`src/rtl/pmma_pkg.sv`:
```
// Package for the paged memory-access unit: sizes, function and status
// codes, page-entry bit positions, controller states and control structs.
// No dependencies.
package pmma_pkg;

	// Byte RAM geometry: four byte-wide banks, one row per aligned word
	localparam int MEM_BYTES = 65536;
	localparam int ADDR_W    = 16;
	localparam int MEM_AW    = $clog2(MEM_BYTES);
	localparam int BANKS     = 4;
	localparam int ROWS      = MEM_BYTES / BANKS;
	localparam int ROW_W     = MEM_AW - 2;

	// Payload widths
	localparam int FUNC_W    = 2;
	localparam int DATA_W    = 16;
	localparam int RDATA_W   = 32;
	localparam int STATUS_W  = 3;
	localparam int CFG_IDX_W = 1;

	// Page-table addressing
	localparam int PT_IDX_W  = 4;
	localparam int OFFSET_W  = 12;
	localparam int PTE_CLR_W = 5;

	// Function codes
	localparam logic [FUNC_W-1:0] FUNC_READ    = 2'd0;
	localparam logic [FUNC_W-1:0] FUNC_WRITE16 = 2'd1;
	localparam logic [FUNC_W-1:0] FUNC_WRITE8  = 2'd2;

	// Status codes
	typedef logic [STATUS_W-1:0] status_t;
	localparam status_t ST_READ_OK   = 3'd0;
	localparam status_t ST_READ_ERR  = 3'd1;
	localparam status_t ST_WRITE_OK  = 3'd2;
	localparam status_t ST_WRITE_ERR = 3'd3;
	localparam status_t ST_DENIED    = 3'd4;

	// Configuration register indexes
	localparam logic [CFG_IDX_W-1:0] CFG_VIRT = 1'b0;
	localparam logic [CFG_IDX_W-1:0] CFG_BASE = 1'b1;

	// Page entry flag positions
	localparam int PTE_PRESENT = 0;
	localparam int PTE_READ    = 1;
	localparam int PTE_WRITE   = 2;
	localparam int PTE_SUP     = 3;

	// Controller states
	typedef enum logic [2:0] {
		S_CLEAR,
		S_IDLE,
		S_PTE,
		S_ACCESS,
		S_RESP
	} state_t;

	// Commands from controller to datapath
	typedef struct packed {
		logic clear;
		logic accept;
		logic pte_rd;
		logic access;
		logic load_out;
	} ctrl_cmd_t;

	// Status from datapath to controller
	typedef struct packed {
		logic clear_done;
		logic virt_on;
	} dp_sts_t;

	// True when a byte address lies inside the RAM
	function automatic logic in_mem(input logic [ADDR_W-1:0] a);
		return {1'b0, a} < (ADDR_W + 1)'(MEM_BYTES);
	endfunction

endpackage

```
`src/rtl/pmma_ctrl.sv`:
```
// Controller of the paged memory-access unit: state machine sequencing
// clear pass, entry read, data access and result hand-off. Depends on pmma_pkg.
module pmma_ctrl (
	input  logic                clk,
	input  logic                arst_n,
	input  logic                in_valid,
	output logic                in_ready,
	output logic                out_valid,
	input  logic                out_ready,
	input  pmma_pkg::dp_sts_t   sts,
	output pmma_pkg::ctrl_cmd_t cmd
);

	pmma_pkg::state_t state_q, state_d;
	logic             out_valid_q;
	logic             out_free;

	assign out_free  = !out_valid_q || out_ready;
	assign out_valid = out_valid_q;

	// State register
	always_ff @(posedge clk or negedge arst_n) begin
		if (!arst_n) begin
			state_q <= pmma_pkg::S_CLEAR;
		end else begin
			state_q <= state_d;
		end
	end

	// Next state
	always_comb begin
		state_d = state_q;
		case (state_q)
			pmma_pkg::S_CLEAR: begin
				if (sts.clear_done) state_d = pmma_pkg::S_IDLE;
			end
			pmma_pkg::S_IDLE: begin
				if (in_valid) state_d = sts.virt_on ? pmma_pkg::S_PTE : pmma_pkg::S_ACCESS;
			end
			pmma_pkg::S_PTE: begin
				state_d = pmma_pkg::S_ACCESS;
			end
			pmma_pkg::S_ACCESS: begin
				state_d = pmma_pkg::S_RESP;
			end
			pmma_pkg::S_RESP: begin
				if (out_free) state_d = pmma_pkg::S_IDLE;
			end
			default: begin
				state_d = pmma_pkg::S_CLEAR;
			end
		endcase
	end

	// Outputs
	always_comb begin
		cmd      = '0;
		in_ready = 1'b0;
		case (state_q)
			pmma_pkg::S_CLEAR: begin
				cmd.clear = 1'b1;
			end
			pmma_pkg::S_IDLE: begin
				in_ready   = 1'b1;
				cmd.accept = in_valid;
			end
			pmma_pkg::S_PTE: begin
				cmd.pte_rd = 1'b1;
			end
			pmma_pkg::S_ACCESS: begin
				cmd.access = 1'b1;
			end
			pmma_pkg::S_RESP: begin
				cmd.load_out = out_free;
			end
			default: begin
				cmd = '0;
			end
		endcase
	end

	// Result register occupancy
	always_ff @(posedge clk or negedge arst_n) begin
		if (!arst_n) begin
			out_valid_q <= 1'b0;
		end else if (cmd.load_out) begin
			out_valid_q <= 1'b1;
		end else if (out_ready) begin
			out_valid_q <= 1'b0;
		end
	end

endmodule

```
`config.mk`:
```
export PLATFORM = sky130hd
export DESIGN_NAME = pmma_ctrl
export DESIGN_NICKNAME = d
export VERILOG_FILES = /design/src/rtl/pmma_pkg.sv /design/src/rtl/pmma_ctrl.sv
export SDC_FILE = /design/constraint.sdc
export NUM_CORES = 1
export LEC_CHECK = 0
export BUFFER_PORTS_ARGS = -buffer_cell sky130_fd_sc_hd__buf_2
export CAP_MARGIN = 10
export CELL_PAD_IN_SITES_DETAIL_PLACEMENT = 0
export CELL_PAD_IN_SITES_GLOBAL_PLACEMENT = 1
export CORE_AREA = 2 2 39 41
export CTS_CLUSTER_SIZE = 14
export DETAILED_ROUTE_END_ITERATION = 10
export DIE_AREA = 0 0 41 43
export PLACE_DENSITY = 0.62
export SETUP_SLACK_MARGIN = 0.1
export SLEW_MARGIN = 20
export SYNTH_ARGS = -nofsm -noshare
export SYNTH_HDL_FRONTEND = slang
export SYNTH_SLANG_ARGS = --single-unit
```
`constraint.sdc`:
```
create_clock -name clk -period 2.3 [get_ports clk]
set_input_delay 0.23 -clock clk [delete_from_list [all_inputs] [get_ports clk]]
set_output_delay 0.23 -clock clk [all_outputs]
set_load 0.03 [all_outputs]
```
# --- Word level (Yosys, flattened, before mapping) ---
# Cells that the tools add are included.
totals:
  reg_bits: 4
  out_inout_bits: 7
op_classes:
  muxes: 13
  eq_ne: 7
  reduce_logical: 5
op_table:
  columns: ["operator", "n"]
  rows:
  - ["3-bit one-hot mux with 5 select lines", 1]
  - ["1-bit two-way mux", 9]
  - ["3-bit two-way mux", 3]
  - ["3-bit by 2-bit == test with 1-bit output, second input constant", 2]
  - ["2-bit inequality test, second input constant", 3]
  - ["3-bit by 1-bit == test with 1-bit output, second input constant", 1]
  - ["3-bit == test, second input constant", 1]
  - ["3-bit logical NOT", 1]
  - ["3-bit AND reduction", 1]
  - ["2-bit nonzero test", 1]
  - ["1-bit logical NOT", 1]
  - ["1-bit logical OR", 1]

# --- Longest topological paths before layout ---
depth:
  word_depth: 4
  depth_mapped: 4

# --- Worst setup path before layout ---
# OpenSTA, ideal clock, no wires.
synth_timing:
  path_kind: "register -> output"
  start: "register state_q[2]"
  end: "output cmd[2] in the netlist's numbering"
  stages_incl_launch_ff: 2
  path_slack_ns: 0.853
  arrival_ns: 1.217
  cell_sequence: "dfrtp_1 -> nor3b_1"
synth_lines:
  columns: ["item", "line", "text"]
  rows:
  - ["start, declared", "pmma_ctrl.sv:14", "pmma_pkg::state_t state_q, state_d;"]
  - ["start signal, assigned", "pmma_ctrl.sv:24", "state_q <= pmma_pkg::S_CLEAR;"]
  - ["start signal, assigned", "pmma_ctrl.sv:26", "state_q <= state_d;"]
  - ["end, declared", "pmma_ctrl.sv:11", "output pmma_pkg::ctrl_cmd_t cmd"]

==> run metrics <==
DRT Wirelength=roughly 530 µm; max_slew headroom=0.7984; critical path, cell by cell=nor2b_4 > and3b_1 > buf_2; Port Buffers=12; cell total after placement=between 50 and 60; GR Overflow Total=0; Non-Filler Instances=56; TritonCTS Buffers=3; MaxCap Viol Count=0; class of the most critical hold timing path=input pin to register; HPWL after DPL=390.9 µm; status=finished clean; Yosys cell types=17; Slew @ Worst Pin=~0.30 ns; placer's final routability congestion estimate=approximately 0.63; critical path startpoint category=register; Seq/Total Area, Yosys=0.4061; vias per cell=between 4 and 5; DRT antenna net count=0; unrepaired setup endpoints after global routing=false; WL met1=roughly 270 µm; nets=48; total nets after synthesis=31; Hold WS=between 0.2 and 0.3 ns; clock skew=between 0.002 and 0.003 ns; ranking of synthesized cells by area=dfrtp_1, o21bai_4, nor2b_4; WL/cell=9.375 µm; Synth top area share=0.4061; slowest cell delay on critical path=0.46 ns; Worst EP arrival=between 1 and 1.5 ns; clock root buffer=clkbuf_4; Pwr Density=approximately 1500 mW/mm²; Area Overhead vs Synth=43.66%; VDD IR max=roughly 0.49 mV; total core area=about 0.0014 mm²; vias in the first global route=between 200 and 250; hold path startpoint=in_valid; Final Cycle Share=0.6460; CTS tree=built; Worst Setup End Kind=primary output; Crit. Startpoint=state_q[0]; largest net degree at the start of global routing=11; Seq cells post-synth=4; routed wl met3=around 70 µm; area of the mapped netlist=246.5 µm²; routed via count=around 230; initial antenna violation count=0; clk buf depth=2; Mean Syn Cell Area=a little under 10 µm²; global-route wire length before repair=about 930 µm; CTS Sinks=4; Worst-path clk slew=0.03 ns; Initial Util=0.1781; post-placement cell area=between 300 and 400 µm²; drt drc=0; die area=0.001763 mm²; Die Wd=between 40 and 50 µm; Top Metal Used=met3; post-CTS resize count=0; LEAKAGE=0.1867 nW; final setup vio count=0; # fillers=about 160; First-pass DRT Iterations=3; Yosys warning count=0; r2r startpoint=state_q[2]; Final Hold Vio Count=0; gr usage total=0.08149; share of cells above drive strength 1=0.4500; Post-Synthesis Cells=25; Final min period=roughly 1.5 ns; Finished Cell Area=around 350 µm²; dominant cell type by area after synthesis=dfrtp_1; CP Data Required Time=2.07 ns; Slew Limit Fails=0; Antenna Cells=0; die height=between 40 and 50 µm; FMAX=a little under 700 MHz; Top Ports=13; Worst-Skew Late Latency=about 0.23 ns; CP max-delay cell=dfrtp_1; worst-path fanout max=8; htree depth=1; met2 WL=between 150 and 200 µm; row count=14; Crit Path Category=register to primary output; Core Util, Final=0.2559; setup TNS=0 ns; DRT iter0 DRCs=3
==> registers in the layout, indices dropped and copies added, names as in the netlist <==
| name | cells |
|---|---|
| state_q | 3 |
| out_valid | 1 |
==> layer usage <==
metal / track usage / up-vias
met5: 0 / -
met4: 0.02000 / 0
met3: 0.06283 / 0
met2: 0.09375 / 17
met1: 0.1165 / 95
li1: - / 116
==> what timing repair did <==
action / in CTS / in global routing
hold buffers: 1 / 0
hold endpoints to repair: 4 / 0
setup buffers: 0 / 0
==> Yosys cell counts <==
master / number
and3_1: 1
nor3_1: 1
nand2b_1: 2
nor2b_4: 1
a22oi_1: 1
nor2b_1: 2
nor3b_1: 1
nand2_1: 3
a21oi_1: 1
and3b_1: 1
nand3b_1: 1
buf_2: 1
dfrtp_1: 4
o32ai_1: 1
and2_4: 1
nor2_1: 2
o21bai_4: 1
==> critical path, delay by kind of cell, from the launching register on <==
family | cells | cell delay (ns)
buf+inv | 1 | 0.19
simple gates | 2 | 0.39
flops | 1 | 0.46
==> cell type report <==
class / instances / area, µm² / share of cell area
timing repair buffer: 13 / 70.07 / 0.1979
sequential: 4 / 100.1 / 0.2827
multi-input combinational: 20 / 141.4 / 0.3993
tap: 16 / 20.02 / 0.05654
clock buffer: 3 / 22.52 / 0.06360
==> power by group <==
| group | internal (mW) | switching (mW) |
|---|---|---|
| Clock | 0.0582 | 0.0269 |
| Combinational | 0.120 | 0.172 |
| Sequential | 0.0997 | 0.0525 |
| Total | 0.278 | 0.251 |
==> metrics by stage <==
step / total power, mW / worst slack, ns
3_3_place_gp: 0.4469 / 1.099
6_report: 0.5287 / 0.8143
5_1_grt: 0.5736 / 0.7101
4_1_cts: 0.5362 / 0.8048
2_1_floorplan: 0.3737 / 0.8527
3_5_place_dp: 0.4443 / 1.068
==> cells by family after synthesis <==
group | synth area share
compound gates | 0.1624
buf+inv | 0.02029
flops | 0.4061
simple gates | 0.4112
==> final timing paths <==
path | to | slack (ns) | cells after the start
max | cmd[3] | 0.81 | 3
min | state_q[1] | 0.28 | 3
max reg2reg | state_q[0] | 1.22 | 3
min reg2reg | out_valid | 0.59 | 2
max in group asynchronous | state_q[1] | 1.85 | 2
min in group asynchronous | out_valid | 0.33 | 2
==> cell usage in the layout, fill, tap and decap left out <==
cell           count
buf_2             12
dfrtp_1            4
nand2_1            3
clkbuf_4           3
nor2b_1            2
nand2b_1           2
nor2_1             2
nor2b_4            1
and2_4             1
nor3_1             1
nor3b_1            1
and3_1             1
and3b_1            1
a22oi_1            1
o32ai_1            1
o21bai_4           1
nand3b_1           1
a21oi_1            1
dlygate4sd3_1      1
Power figures use the tool's default switching activity.
